<file path="config.mk">
export PLATFORM = sky130hd
export DESIGN_NAME = start_stop_byte_deframer_top
export DESIGN_NICKNAME = d
export VERILOG_FILES = /design/src/rtl/ssbd_pkg.sv /design/src/rtl/ssbd_ctrl.sv /design/src/rtl/ssbd_datapath.sv /design/src/rtl/start_stop_byte_deframer_top.sv
export SDC_FILE = /design/constraint.sdc
export NUM_CORES = 1
export LEC_CHECK = 0
export BUFFER_PORTS_ARGS = -buffer_cell sky130_fd_sc_hd__buf_4
export CAP_MARGIN = 20
export CORE_ASPECT_RATIO = 1.75
export CORE_UTILIZATION = 45
export CTS_BUF_LIST = sky130_fd_sc_hd__clkbuf_16
export CTS_CLUSTER_SIZE = 30
export DETAILED_ROUTE_END_ITERATION = 7
export GPL_ROUTABILITY_DRIVEN = 0
export SYNTH_ARGS = -nofsm -noshare
export SYNTH_HDL_FRONTEND = slang
export SYNTH_HIERARCHICAL = 1
export SYNTH_SLANG_ARGS = --single-unit
</file>
<file path="constraint.sdc">
create_clock -name clk -period 2.31 [get_ports clk]
set_input_delay 0.3465 -clock clk [delete_from_list [all_inputs] [get_ports clk]]
set_output_delay 0.3465 -clock clk [all_outputs]
set_load 0.005 [all_outputs]
</file>
<file path="src/rtl/ssbd_pkg.sv">
// shared types and constants for the start/stop byte deframer
package ssbd_pkg;

    localparam int FRAME_BYTES_DEF = 39;
    localparam int BYTE_W          = 8;
    localparam int POS_W           = 6;

    localparam logic [BYTE_W-1:0] START_BEL = 8'h07;
    localparam logic [BYTE_W-1:0] START_ACK = 8'h06;
    localparam logic [BYTE_W-1:0] START_NAK = 8'h15;
    localparam logic [BYTE_W-1:0] SOH_BYTE  = 8'h01;
    localparam logic [BYTE_W-1:0] ETB_BYTE  = 8'h17;
    localparam logic [BYTE_W-1:0] EOT_BYTE  = 8'h04;

    typedef enum logic [2:0] {
        ST_HUNT,
        ST_SOH,
        ST_BODY,
        ST_STOP,
        ST_RD,
        ST_LOAD
    } state_t;

    // commands from controller to datapath
    typedef struct packed {
        logic clamp;      // apply overflow fall back to write position
        logic store;      // write incoming byte into frame store
        logic wr_zero;    // store at position 0
        logic wp_one;     // write position becomes 1
        logic wp_inc;     // write position advances
        logic rep_start;  // latch last position, clear read counter
        logic rd_issue;   // read frame store at read counter
        logic out_load;   // move read data into output register
    } cmd_t;

    // status from datapath to controller
    typedef struct packed {
        logic is_start;
        logic is_soh;
        logic is_etb;
        logic is_eot;
        logic rd_last;
        logic out_free;
    } sts_t;

endpackage

</file>
<file path="src/rtl/ssbd_ctrl.sv">
// control state machine for the start/stop byte deframer
module ssbd_ctrl
    import ssbd_pkg::*;
(
    input  logic   clk,
    input  logic   rst_n,
    input  logic   s_tvalid,
    output logic   s_tready,
    input  sts_t   sts,
    output cmd_t   cmd
);

    state_t state_reg;
    state_t state_next;
    logic   accept;

    assign accept = s_tvalid && s_tready;

    always_ff @(posedge clk or negedge rst_n)
    begin
        if (!rst_n)
        begin
            state_reg <= ST_HUNT;
        end
        else
        begin
            state_reg <= state_next;
        end
    end

    always_comb
    begin
        state_next = state_reg;
        case (state_reg)
            ST_HUNT:
            begin
                if (accept && sts.is_start)
                begin
                    state_next = ST_SOH;
                end
            end
            ST_SOH:
            begin
                if (accept)
                begin
                    state_next = sts.is_soh ? ST_BODY : ST_HUNT;
                end
            end
            ST_BODY:
            begin
                if (accept)
                begin
                    state_next = sts.is_etb ? ST_STOP : ST_BODY;
                end
            end
            ST_STOP:
            begin
                if (accept)
                begin
                    if (sts.is_eot)
                    begin
                        state_next = ST_RD;
                    end
                    else if (sts.is_etb)
                    begin
                        state_next = ST_STOP;
                    end
                    else
                    begin
                        state_next = ST_BODY;
                    end
                end
            end
            ST_RD:
            begin
                state_next = ST_LOAD;
            end
            ST_LOAD:
            begin
                if (sts.out_free)
                begin
                    state_next = sts.rd_last ? ST_HUNT : ST_RD;
                end
            end
            default:
            begin
                state_next = ST_HUNT;
            end
        endcase
    end

    always_comb
    begin
        cmd      = '0;
        s_tready = 1'b0;
        case (state_reg)
            ST_HUNT:
            begin
                s_tready  = 1'b1;
                cmd.clamp = accept;
                if (accept && sts.is_start)
                begin
                    cmd.store   = 1'b1;
                    cmd.wr_zero = 1'b1;
                    cmd.wp_one  = 1'b1;
                end
            end
            ST_SOH:
            begin
                s_tready  = 1'b1;
                cmd.clamp = accept;
                if (accept && sts.is_soh)
                begin
                    cmd.store  = 1'b1;
                    cmd.wp_inc = 1'b1;
                end
            end
            ST_BODY:
            begin
                s_tready   = 1'b1;
                cmd.clamp  = accept;
                cmd.store  = accept;
                cmd.wp_inc = accept;
            end
            ST_STOP:
            begin
                s_tready  = 1'b1;
                cmd.clamp = accept;
                cmd.store = accept;
                if (accept)
                begin
                    // closing byte keeps the position, anything else is body
                    cmd.rep_start = sts.is_eot;
                    cmd.wp_inc    = !sts.is_eot;
                end
            end
            ST_RD:
            begin
                cmd.rd_issue = 1'b1;
            end
            ST_LOAD:
            begin
                cmd.out_load = sts.out_free;
            end
            default:
            begin
                s_tready = 1'b0;
            end
        endcase
    end

    property p_no_accept_in_replay;
        @(posedge clk) disable iff (!rst_n)
        (state_reg == ST_RD || state_reg == ST_LOAD) |-> !s_tready;
    endproperty
    a_no_accept_in_replay: assert property (p_no_accept_in_replay)
        else $error("input accepted during frame replay");

    property p_close_starts_replay;
        @(posedge clk) disable iff (!rst_n)
        cmd.rep_start |=> (state_reg == ST_RD);
    endproperty
    a_close_starts_replay: assert property (p_close_starts_replay)
        else $error("closing byte did not start replay");

    property p_load_follows_read;
        @(posedge clk) disable iff (!rst_n)
        cmd.rd_issue |=> (state_reg == ST_LOAD);
    endproperty
    a_load_follows_read: assert property (p_load_follows_read)
        else $error("read not followed by load");

endmodule

</file>
<file path="src/rtl/ssbd_datapath.sv">
// frame store, write position, replay counter and output register
module ssbd_datapath
    import ssbd_pkg::*;
#(
    parameter int FRAME_BYTES = FRAME_BYTES_DEF
)
(
    input  logic              clk,
    input  logic              rst_n,
    input  logic [BYTE_W-1:0] s_tdata,
    input  cmd_t              cmd,
    output sts_t              sts,
    output logic              m_tvalid,
    input  logic              m_tready,
    output logic [15:0]       m_tdata,
    output logic              m_tlast
);

    localparam int AW  = $clog2(FRAME_BYTES);
    localparam int WPW = $clog2(FRAME_BYTES + 1);

    logic [BYTE_W-1:0] mem [FRAME_BYTES];

    logic [WPW-1:0]    wp_reg;
    logic [WPW-1:0]    wp_next;
    logic [WPW-1:0]    wp_eff;
    logic [AW-1:0]     wr_addr;
    logic [AW-1:0]     rd_cnt_reg;
    logic [AW-1:0]     last_pos_reg;
    logic [BYTE_W-1:0] rdata_reg;
    logic              m_tvalid_reg;
    logic [BYTE_W-1:0] m_byte_reg;
    logic [POS_W-1:0]  m_pos_reg;
    logic              m_tlast_reg;

    // overflow fall back: at or past the end, drop back two below it
    assign wp_eff  = (wp_reg >= WPW'(FRAME_BYTES)) ? WPW'(FRAME_BYTES - 2) : wp_reg;
    assign wr_addr = cmd.wr_zero ? '0 : wp_eff[AW-1:0];

    always_comb
    begin
        if (cmd.wp_one)
        begin
            wp_next = WPW'(1);
        end
        else if (cmd.wp_inc)
        begin
            wp_next = wp_eff + 1'b1;
        end
        else if (cmd.clamp)
        begin
            wp_next = wp_eff;
        end
        else
        begin
            wp_next = wp_reg;
        end
    end

    assign sts.is_start = (s_tdata == START_BEL) || (s_tdata == START_ACK) ||
                          (s_tdata == START_NAK);
    assign sts.is_soh   = (s_tdata == SOH_BYTE);
    assign sts.is_etb   = (s_tdata == ETB_BYTE);
    assign sts.is_eot   = (s_tdata == EOT_BYTE);
    assign sts.rd_last  = (rd_cnt_reg == last_pos_reg);
    assign sts.out_free = !m_tvalid_reg || m_tready;

    always_ff @(posedge clk)
    begin
        if (cmd.store)
        begin
            mem[wr_addr] <= s_tdata;
        end
        if (cmd.rd_issue)
        begin
            rdata_reg <= mem[rd_cnt_reg];
        end
    end

    always_ff @(posedge clk or negedge rst_n)
    begin
        if (!rst_n)
        begin
            wp_reg       <= '0;
            rd_cnt_reg   <= '0;
            last_pos_reg <= '0;
            m_tvalid_reg <= 1'b0;
        end
        else
        begin
            wp_reg <= wp_next;
            if (cmd.rep_start)
            begin
                rd_cnt_reg   <= '0;
                last_pos_reg <= wp_eff[AW-1:0];
            end
            else if (cmd.out_load)
            begin
                rd_cnt_reg <= rd_cnt_reg + 1'b1;
            end
            if (cmd.out_load)
            begin
                m_tvalid_reg <= 1'b1;
            end
            else if (m_tready)
            begin
                m_tvalid_reg <= 1'b0;
            end
        end
    end

    always_ff @(posedge clk)
    begin
        if (cmd.out_load)
        begin
            m_byte_reg  <= rdata_reg;
            m_pos_reg   <= POS_W'(rd_cnt_reg);
            m_tlast_reg <= sts.rd_last;
        end
    end

    assign m_tvalid = m_tvalid_reg;
    assign m_tdata  = {2'b00, m_pos_reg, m_byte_reg};
    assign m_tlast  = m_tlast_reg;

    property p_load_only_when_free;
        @(posedge clk) disable iff (!rst_n)
        cmd.out_load |-> (!m_tvalid_reg || m_tready);
    endproperty
    a_load_only_when_free: assert property (p_load_only_when_free)
        else $error("output register overwritten while stalled");

    property p_wp_in_range;
        @(posedge clk) disable iff (!rst_n)
        wp_reg <= WPW'(FRAME_BYTES);
    endproperty
    a_wp_in_range: assert property (p_wp_in_range)
        else $error("write position beyond frame end");

    property p_replay_from_zero;
        @(posedge clk) disable iff (!rst_n)
        cmd.rep_start |=> (rd_cnt_reg == '0);
    endproperty
    a_replay_from_zero: assert property (p_replay_from_zero)
        else $error("replay not starting at position zero");

    property p_last_marked;
        @(posedge clk) disable iff (!rst_n)
        (cmd.out_load && sts.rd_last) |=> (m_tvalid_reg && m_tlast_reg);
    endproperty
    a_last_marked: assert property (p_last_marked)
        else $error("closing byte not marked last");

endmodule

</file>
<file path="src/rtl/start_stop_byte_deframer_top.sv">
// top level of the start/stop byte deframer
// Takes one received byte per item on the s_ side and hunts for frames: a start
// byte (0x07, 0x06 or 0x15), then 0x01, body bytes, closed by 0x17 0x04. Bytes
// outside a frame are dropped. While hunting or receiving, an input item is
// taken every cycle. When the closing 0x04 arrives, the stored frame (position 0
// through the closing byte, up to FRAME_BYTES items) is sent on the m_ side with
// m_tlast on the closing byte; s_tready stays low during that replay, in which
// each output item takes a registered frame store read, then an output
// register load that waits out any m_tready stall.
module start_stop_byte_deframer_top
    import ssbd_pkg::*;
#(
    parameter int FRAME_BYTES = FRAME_BYTES_DEF
)
(
    input  logic              clk,
    input  logic              rst_n,
    input  logic              s_tvalid,
    output logic              s_tready,
    input  logic [BYTE_W-1:0] s_tdata,   // [7:0] rx_byte
    output logic              m_tvalid,
    input  logic              m_tready,
    output logic [15:0]       m_tdata,   // [7:0] frame_byte, [13:8] byte_position
    output logic              m_tlast    // frame_end
);

    cmd_t cmd;
    sts_t sts;

    ssbd_ctrl u_ctrl (
        .clk      (clk),
        .rst_n    (rst_n),
        .s_tvalid (s_tvalid),
        .s_tready (s_tready),
        .sts      (sts),
        .cmd      (cmd)
    );

    ssbd_datapath #(
        .FRAME_BYTES (FRAME_BYTES)
    ) u_datapath (
        .clk      (clk),
        .rst_n    (rst_n),
        .s_tdata  (s_tdata),
        .cmd      (cmd),
        .sts      (sts),
        .m_tvalid (m_tvalid),
        .m_tready (m_tready),
        .m_tdata  (m_tdata),
        .m_tlast  (m_tlast)
    );

endmodule

</file>
==> flow_summary_export.csv, run 1 <==
group,metric,value,unit
status,status,"complete, no violations",
synthesis,ys_ff_latch,357,
floorplanning,die-area,32600,um2
synthesis,synth_compound_area_share,4.98,%
place,dp_hpwl,22800,um
floorplanning,die_x,137,um
floorplanning,coreArea,31400,um2
clock_tree,clk_pin_slew_worst_paths,0.07,ns
clock_tree,cts_buffers,29,
route,wl_per_cell,24.5,um
global_routing,grt_overflow,0,
route,viasPerCell,5.66,
synthesis,synth_flop_cell,"edfxtp_1",
cells_and_area,fin_nets,942,
synthesis,ys_types,58,
floorplanning,start_util,45.7,%
global_routing,grt_max_degree,41,
floorplanning,num_rows,86,
sta,min_period,2.29,ns
synthesis,syn_inst,798,
critical_path,cp.required,2.53,ns
cells_and_area,final_core_utilization,53.6,%
worst_hold_path,hold_end,"u_datapath/mem[28][4]",
floorplanning,fp.dieH,238,um
synthesis,synth_edf_count,335,
sta,setup_viol,0,
critical_path,crit_path_end_kind,"register",
clock_tree,cts_num_sinks,357,
global_routing,track_usage,21.2,%
critical_path,reg2regPathDepth,5,
sta,max-slew-margin-rel,46.0,%
clock_tree,cts-root-buf,"clkbuf_16",
route,num_vias,7605,
sta,drv_slew,0,
worst_hold_path,holdCritStartpoint,"s_tdata[4]",
cells_and_area,layout-drive-gt1-share,28.3,%
pwr,power.total,13.3,mW
critical_path,timing.rr.end,"u_datapath/mem[2][2]",
pwr,power_density,790,nW/um2
route,first_pass_iters,5,
cells_and_area,diodes,0,
cells_and_area,largest_register_ffs,312,
synthesis,synth_area,14400,um2
synthesis,synth_xor_area_share,0.610,%
route,wirelength,32900,um
route,drc,0,
critical_path,cp_max_fo,8,
clock_tree,clock_latency,0.55,ns
synthesis,seq_area_frac_synth,73.9,%
critical_path,crit_type,"reg2reg",
sta,hold_viol_final,0,
synthesis,synth-async-reset-ratio,6.16,%
global_routing,grt_pass1_vias,7963,
place,port_buffers,28,
sta,fin_skew,0.0111,ns
critical_path,timing.rr.start,"u_datapath/wp_reg[4]",
synthesis,synth_mux_area_share,13.1,%
synthesis,syn_area_per_cell,18.0,um2
sta,finalCritPeriodShare,99.3,%
floorplanning,io_pins,31,
worst_hold_path,min_path_type,"in2reg",
synthesis,synthAdderAreaFrac,0.174,%
flow_run,cap_viol_max_count,0,
critical_path,start_kind,"register",
critical_path,reg2reg_slack,0.02,ns
clock_tree,htree_num_levels,1,
pwr,leakage,5.55,nW
worst_hold_path,holdPathStages,1,
synthesis,yosys_warnings,6,
critical_path,cp-startpoint,"u_datapath/wp_reg[4]",
clock_tree,cts_tree,"yes",
cells_and_area,syn2layout_area_growth,17.4,%
global_routing,grt_pass1_wl,49600,um
global_routing,antenna_found_initial,0,
sta,fmax,0.436,GHz
synthesis,synth_top_family_by_area,"multiplexers",
critical_path,cp.arrival,2.51,ns
pwr,ir_drop,0.535,mV
clock_tree,clock_path_buffers,3,
synthesis,yosys.area_share.simple,4.93,%
clock_tree,postCtsSetupBuffers,0,
route,ant_nets,0,
route,drt-initial-drc-count,595,
sta,worst_slew_pin_slew,0.805,ns
per-stage QoR:
stage	TNS (ns)	hold slack [ns]	setup WS, ns	area (um2)	instances
floorplan	-16.83	0.0509	-0.157	14400	799
detailed placement	-135.80	0.271	-0.577	16000	1292
finish	0	0.0595	0.0165	16800	1344
CTS	0	0.0477	0.0167	16800	1344
global route	-2.66	0.0582	-0.0776	16800	1344
global placement	-132.80	0.258	-0.484	16000	1292
cell type report:
type	count	area, um2
clock buffer	29	726
sequential	357	10600
clock inverter	22	118
timing repair buffer	147	1320
tap	396	495
inverter	8	30.0
multi-input combinational	385	3540
fill	2451	14600
report_power, final:
part | internal [mW] | switching [mW] | total, mW
sequential | 7.27 | 0.153 | 7.43
combinational | 0.554 | 0.821 | 1.37
clock | 2.37 | 2.13 | 4.51
layout by cell type (no fill, tap or decap), types with 5 or more instances in the layout:
cell type  count
a21oi_1       12
buf_12        17
buf_4        128
clkbuf_16     29
clkinv_1       7
clkinv_2       7
dfrtp_1       20
edfxtp_1     335
inv_1         14
mux2i_1       74
mux4_2        48
nand2_1       28
nand3_1       10
nand3b_1       9
nor2_1        58
nor2_2        13
o2111ai_1      8
o211a_1       10
o21ai_0       13
o221ai_1       7
o22a_1        16
o311a_1        7
xnor2_1        5
xor2_1         5
worst max path at each step:
stage | endpoint | cells after the start | slack [ns]
finish | u_datapath/mem[2][2] | 5 | 0.02
global route | u_datapath/mem[18][7] | 6 | -0.08
CTS | u_datapath/wp_reg[4] | 11 | 0.02
detailed placement | u_datapath/wp_reg[4] | 11 | -0.58
global placement | u_datapath/mem[14][6] | 11 | -0.48
floorplan | u_datapath/mem[10][0] | 8 | -0.16
what timing repair did:
item                                    4_1_cts  5_1_grt
endpoints found under the hold margin        22        0
gates resized for setup                       0        7
hold buffers                                  1        0
endpoints found under the setup margin        0       79
cell families (layout without fill, tap and decap cells):
logic type / Yosys count / count (layout)
buffers and inverters: 57 / 206
AOI/OAI and AO/OA: 92 / 92
adders and majority gates: 2 / 2
muxes: 127 / 127
DFF: 357 / 357
xor gates and xnor gates: 10 / 10
other: 1 / 2
and+or+nand+nor: 152 / 152
cells in the mapped netlist, types with 5 or more instances:
library cell / count / area, um2
edfxtp_1: 335 / 10100
mux2i_1: 75 / 751
nor2_1: 75 / 282
mux4_2: 48 / 1080
nand2_1: 28 / 105
dfrtp_1: 22 / 551
clkbuf_1: 17 / 63.8
o22a_1: 16 / 140
a21oi_1: 14 / 70.1
o21ai_0: 13 / 65.1
buf_4: 11 / 82.6
nand3_1: 11 / 55.1
buf_2: 10 / 50.1
o211a_1: 10 / 100
nand3b_1: 9 / 67.6
o2111ai_1: 8 / 70.1
inv_1: 7 / 26.3
o221ai_1: 7 / 61.3
o311a_1: 7 / 70.1
buf_6: 5 / 56.3
xnor2_1: 5 / 43.8
xor2_1: 5 / 43.8
routing by layer:
metal	GRT usage, %	wire length (um)	vias up
met4	9.66	1380	0
met2	37.7	17700	250
met1	25.5	12500	3860
met3	2.27	1330	71
met5	0	0	-
li1	-	-	3424
critical path: stages, from the launching register on:
cell and delay [ns]:
dfrtp_1 0.44, or2_2 0.35, a211oi_1 0.52, nand2_1 0.18, buf_4 0.20, nor2_4 0.27
No activity file was read; power rests on OpenSTA's default activity.
==> inputs of run 2 (changes only) <==
--- a/config.mk
+++ b/config.mk
@@ -13,6 +13,7 @@
 export CTS_CLUSTER_SIZE = 30
 export DETAILED_ROUTE_END_ITERATION = 7
 export GPL_ROUTABILITY_DRIVEN = 0
+export PLACE_DENSITY = 0.61
 export SYNTH_ARGS = -nofsm -noshare
 export SYNTH_HDL_FRONTEND = slang
 export SYNTH_HIERARCHICAL = 1
==> run 2 against run 1 <==
  * Clock skew down 0.0043 ns
  * Die area unchanged
  * Maximum frequency down 0.22%
  * Critical path depth up 1
  * Critical endpoint is now u_datapath/rdata_reg[4]
  * Sequential cell count unchanged
  * Sequential power about the same
  * Largest power group unchanged
  * Sequential share of layout area down 1.3 points
  * Final area up 2.2%
  * Utilization up 1.2 points
==> flow_summary_export.csv, run 2 (synthesized netlist as in run 1, its figures left out) <==
group,metric,value,unit
critical_path,slowest_stage,"mux4_2",
clock_tree,htree_num_levels,1,
critical_path,cp.arrival,2.61,ns
worst_hold_path,min_path_type,"in2reg",
route,viasPerCell,5.65,
sta,hold_viol_final,0,
critical_path,path_cells,"buf_12, buf_12, mux4_2, mux2i_1, o2111ai_1, o311a_1",
pwr,power_density,846,nW/um2
clock_tree,clock_latency,0.57,ns
critical_path,cp_max_fo,7,
global_routing,grt_overflow,0,
clock_tree,clk_pin_slew_worst_paths,0.07,ns
sta,setup_viol,0,
cells_and_area,multiInputGateArea,3590,um2
critical_path,crit_top_cell,"buf_12",
sta,worst_slew_pin_slew,0.673,ns
floorplanning,io_pins,31,
cells_and_area,largest_register_ffs,312,
floorplanning,num_rows,86,
clock_tree,cts-root-buf,"clkbuf_16",
global_routing,grt_pass1_wl,52000,um
route,first_pass_iters,5,
global_routing,track_usage,22.4,%
route,drc,0,
sta,finalSetupTns,0,ns
clock_tree,clock_path_buffers,3,
floorplanning,die-area,32600,um2
global_routing,antenna_found_initial,0,
sta,fmax,0.435,GHz
critical_path,reg2reg_slack,0.01,ns
route,num_vias,7652,
critical_path,cp.required,2.63,ns
cells_and_area,mostFrequentLayoutCells,"edfxtp_1, buf_4, mux2i_1",
sta,finalCritPeriodShare,99.5,%
cells_and_area,layout_commonest_cell,"edfxtp_1",
pwr,ir_drop,0.624,mV
cells_and_area,final_core_utilization,54.8,%
critical_path,crit_path_end_kind,"register",
sta,min_period,2.30,ns
floorplanning,start_util,45.7,%
status,status,"complete, no violations",
route,ant_nets,0,
critical_path,timing.rr.end,"u_datapath/rdata_reg[4]",
worst_hold_path,holdCritStartpoint,"m_tready",
global_routing,grt_max_degree,40,
cells_and_area,fillerInstances,2433,
sta,max-slew-margin-rel,55.0,%
worst_hold_path,holdPathStages,3,
cells_and_area,regArea,10600,um2
clock_tree,cts_num_sinks,357,
clock_tree,cts_tree,"yes",
global_routing,grt_pass1_vias,8218,
cells_and_area,fin_cells,1355,
route,drt-initial-drc-count,523,
cells_and_area,syn2layout_area_growth,20.0,%
route,wirelength,34700,um
cells_and_area,fin_nets,947,
critical_path,cp_slowest_stage_delay,0.51,ns
critical_path,start_kind,"register",
place,dp_hpwl,24400,um
floorplanning,die_x,137,um
flow_run,cap_viol_max_count,0,
route,wl_per_cell,25.6,um
pwr,leakage,5.69,nW
place,dp_cells,1292,
floorplanning,fp.dieH,238,um
critical_path,timing.rr.start,"u_datapath/rd_cnt_reg[0]",
sta,drv_slew,0,
floorplanning,coreArea,31400,um2
clock_tree,cts_buffers,31,
critical_path,crit_type,"reg2reg",
critical_path,reg2regPathDepth,6,
place,port_buffers,28,
worst_hold_path,hold_end,"u_datapath/m_tvalid",
sta,rsz0062_at_grt,"yes",
sta,fin_skew,0.00685,ns
cells_and_area,layout-drive-gt1-share,31.0,%
## run 2: critical path, delay by kind of cell (launching register included)
| kind | cells | cell delay (ns) |
|---|---|---|
| DFF | 1 | 0.43 |
| muxes | 2 | 0.73 |
| AOI/OAI and AO/OA | 2 | 0.57 |
| buffers and inverters | 2 | 0.30 |
## run 2: through the flow
stage | setup slack (ns) | hold WS (ns) | power, mW | cell area (um2)
after floorplan | -0.157 | 0.0509 | 8.20 | 14400
after global placement | -0.492 | 0.247 | 9.02 | 15900
after detailed placement | -0.604 | 0.259 | 9.07 | 15900
after CTS | -0.00402 | 0.126 | 14.6 | 17100
after global routing | -0.0611 | 0.153 | 15.0 | 17200
final | 0.0115 | 0.141 | 14.6 | 17200
## run 2: layout make-up
class	instances	area share [%]
flip-flops and latches	357	61.7
multi-input cells	385	20.8
repair buffers	150	7.97
clock buffers	31	4.51
well taps	396	2.88
clock inverters	27	1.96
inverters	8	0.174
diodes	1	0.0145
## run 2: metal layers
layer / GRT usage, % / wire length, um
met3: 1.91 / 1310
met2: 41.9 / 19500
met1: 24.8 / 12100
met4: 11.6 / 1790
met5: 0 / 0
## run 2: worst max path at each step
stage,start,end,slack (ns)
5_1_grt,s_tdata[5],u_datapath/wp_reg[4],-0.06
3_3_place_gp,s_tdata[5],u_datapath/wp_reg[4],-0.49
3_5_place_dp,s_tdata[5],u_datapath/mem[9][2],-0.60
6_report,u_datapath/rd_cnt_reg[0],u_datapath/rdata_reg[4],0.01
2_1_floorplan,s_tdata[5],u_datapath/mem[10][0],-0.16
4_1_cts,u_datapath/wp_reg[3],u_datapath/mem[8][3],-0.004
## run 2: repair_timing
action | CTS | global route
setup buffers | 3 | 0
hold endpoints to repair | 22 | 0
endpoints found under the setup margin | 24 | 224
gates resized for setup | 6 | 19
hold buffers | 1 | 0
pin swaps | 0 | 1
## run 2: where the power goes
part           switching [mW]  leakage (nW)  internal [mW]
clock network            2.32         0.535           3.26
registers               0.121          3.30           7.27
logic                   0.959          1.86          0.630
total                    3.40          5.69           11.2
==> inputs of run 3 (changes only) <==
--- a/config.mk
+++ b/config.mk
@@ -7,13 +7,15 @@
 export LEC_CHECK = 0
 export BUFFER_PORTS_ARGS = -buffer_cell sky130_fd_sc_hd__buf_4
 export CAP_MARGIN = 20
+export CELL_PAD_IN_SITES_DETAIL_PLACEMENT = 0
+export CELL_PAD_IN_SITES_GLOBAL_PLACEMENT = 2
 export CORE_ASPECT_RATIO = 1.75
-export CORE_UTILIZATION = 45
+export CORE_UTILIZATION = 43
 export CTS_BUF_LIST = sky130_fd_sc_hd__clkbuf_16
 export CTS_CLUSTER_SIZE = 30
 export DETAILED_ROUTE_END_ITERATION = 7
 export GPL_ROUTABILITY_DRIVEN = 0
-export PLACE_DENSITY = 0.61
+export PLACE_DENSITY_LB_ADDON = 0.1
 export SYNTH_ARGS = -nofsm -noshare
 export SYNTH_HDL_FRONTEND = slang
 export SYNTH_HIERARCHICAL = 1
==> run 3 against run 2 <==
  * Final area rose by 0.35%
  * Sequential power barely moved
  * Hold slack got worse by 0.032 ns
  * Maximum frequency rose by 0.64%
  * Highest routed layer unchanged
  * Die area rose by 4.6%
  * Worst setup slack improved by 0.015 ns
  * Clock skew rose by 0.0089 ns
  * Sequential share of layout area fell by 0.21 points
  * Critical path depth did not move
  * Final cell count rose by 1.4%
  * Combinational power rose by 3%
  * Register-to-register slack barely moved
==> flow_summary_export.csv, run 3 (synthesized netlist as in run 1, its figures left out) <==
group,metric,value,unit
pwr,p_sw,3.45,mW
global_routing,track_usage,22.5,%
critical_path,cp.arrival,2.56,ns
route,met1Wirelength,13800,um
pwr,power.total,14.5,mW
worst_hold_path,min_path_type,"in2reg",
cells_and_area,fin_cells,1374,
floorplanning,coreArea,32900,um2
sta,worst_slew_pin_slew,0.546,ns
place,dp_hpwl,25100,um
sta,finalSetupTns,0,ns
pwr,power_frac_comb,11.2,%
route,top_layer_used,"met4",
critical_path,cp_slowest_stage_delay,0.54,ns
route,num_vias,7671,
critical_path,slowest_stage,"mux4_2",
clock_tree,clock_path_buffers,3,
route,route.met2.wl,20100,um
clock_tree,clk_pin_slew_worst_paths,0.07,ns
sta,drv_slew,0,
route,wirelength,36800,um
critical_path,start_kind,"register",
pwr,clkPwrFrac,37.6,%
global_routing,grt_overflow,0,
clock_tree,clock_latency,0.54,ns
clock_tree,postCtsSetupBuffers,0,
route,first_pass_iters,5,
critical_path,cp_max_fo,13,
sta,fmax,0.438,GHz
clock_tree,cts-root-buf,"clkbuf_16",
global_routing,grt_max_degree,41,
clock_tree,cts_buffers,34,
route,drt-initial-drc-count,410,
global_routing,grt_pass1_wl,54400,um
floorplanning,fp.dieH,244,um
sta,max-slew-margin-rel,63.6,%
sta,rsz0062_at_grt,"yes",
cells_and_area,fin_nets,956,
cells_and_area,final_core_utilization,52.5,%
cells_and_area,layout_commonest_cell,"edfxtp_1",
sta,setup_viol,0,
clock_tree,cts_num_sinks,357,
sta,setup_slack,0.0262,ns
pwr,swShare,23.9,%
critical_path,path_cells,"buf_12, mux4_2, mux2i_2, buf_4, o2111ai_2, o311a_1",
route,met3_length,1270,um
cells_and_area,largest_register_ffs,312,
global_routing,antenna_found_initial,1,
pwr,ir_drop,0.654,mV
worst_hold_path,holdPathStages,1,
global_routing,grt_pass1_vias,8236,
status,status,"complete, no violations",
floorplanning,die_x,140,um
critical_path,crit_type,"reg2reg",
clock_tree,cts_tree,"yes",
flow_run,cap_viol_max_count,0,
critical_path,cp.required,2.59,ns
floorplanning,num_rows,88,
floorplanning,io_pins,31,
route,wl_per_cell,26.8,um
sta,finalCritPeriodShare,98.9,%
sta,min_period,2.28,ns
pwr,leakage,5.74,nW
floorplanning,die-area,34100,um2
cells_and_area,layout-drive-gt1-share,31.0,%
route,viasPerCell,5.58,
clock_tree,htree_num_levels,2,
floorplanning,start_util,43.6,%
cells_and_area,syn2layout_area_growth,20.4,%
place,port_buffers,28,
route,drc,0,
place,dp_cells,1310,
route,ant_nets,0,
place,place_ws,-0.522,ns
sta,hold_viol_final,0,
critical_path,reg2regPathDepth,6,
sta,fin_skew,0.0157,ns
pwr,power_density,837,nW/um2
critical_path,crit_path_end_kind,"register",
pwr,power.internal,11.0,mW
cells_and_area,mostFrequentLayoutCells,"edfxtp_1, buf_4, mux2i_1",
pwr,p_seq_share,51.2,%
[run 3: path summary, 6_finish.rpt]
kind	start	endpoint	slack, ns
setup / recovery	u_datapath/rd_cnt_reg[0]	u_datapath/rdata_reg[5]	0.03
hold / removal	s_tdata[3]	u_datapath/mem[37][3]	0.11
setup reg to reg	u_datapath/rd_cnt_reg[0]	u_datapath/rdata_reg[5]	0.03
hold reg to reg	u_datapath/rdata_reg[0]	u_datapath/m_byte_reg[0]	0.42
max in group asynchronous	rst_n	u_datapath/rd_cnt_reg[0]	1.74
min in group asynchronous	rst_n	u_datapath/rd_cnt_reg[4]	0.27
[run 3: repair_timing]
item	CTS	global route
pin swaps	1	0
setup endpoints to repair	6	194
hold endpoints to repair	22	0
resized for setup	11	4
hold buffers	1	0
[run 3: routing by layer]
| metal | vias up | track usage, % |
|---|---|---|
| met2 | 189 | 41.2 |
| li1 | 3461 | - |
| met5 | - | 0 |
| met3 | 71 | 2.91 |
| met4 | 0 | 11.2 |
| met1 | 3950 | 25.7 |
[run 3: metrics by stage]
stage	hold WS, ns	cell area, um2
2_1_floorplan	0.0509	14400
3_3_place_gp	0.285	16100
3_5_place_dp	0.289	16100
4_1_cts	0.0995	17300
5_1_grt	0.0959	17300
6_report	0.109	17300
[run 3: worst max-delay path: cells and delay by family (launching register included)]
kind / cells / cell delay [ns]
muxes: 2 / 0.80
AOI/OAI and AO/OA: 2 / 0.34
buffers and inverters: 2 / 0.36
DFF: 1 / 0.52
[run 3: final cells by class]
class	instances	area [um2]
clock inverter	28	235
fill	2666	15600
tap	405	507
clock buffer	34	851
timing repair buffer	156	1460
sequential	357	10600
multi-input combinational	385	3580
antenna	1	2.50
inverter	8	30.0
[run 3: power groups by stage]
| stage | Combinational (mW) | Clock (mW) | Sequential [mW] |
|---|---|---|---|
| floorplan | 0.739 | 0 | 7.46 |
| global placement | 1.61 | 0 | 7.53 |
| detailed placement | 1.64 | 0 | 7.54 |
| CTS | 1.65 | 5.55 | 7.40 |
| global route | 1.73 | 5.77 | 7.42 |
| finish | 1.63 | 5.43 | 7.40 |
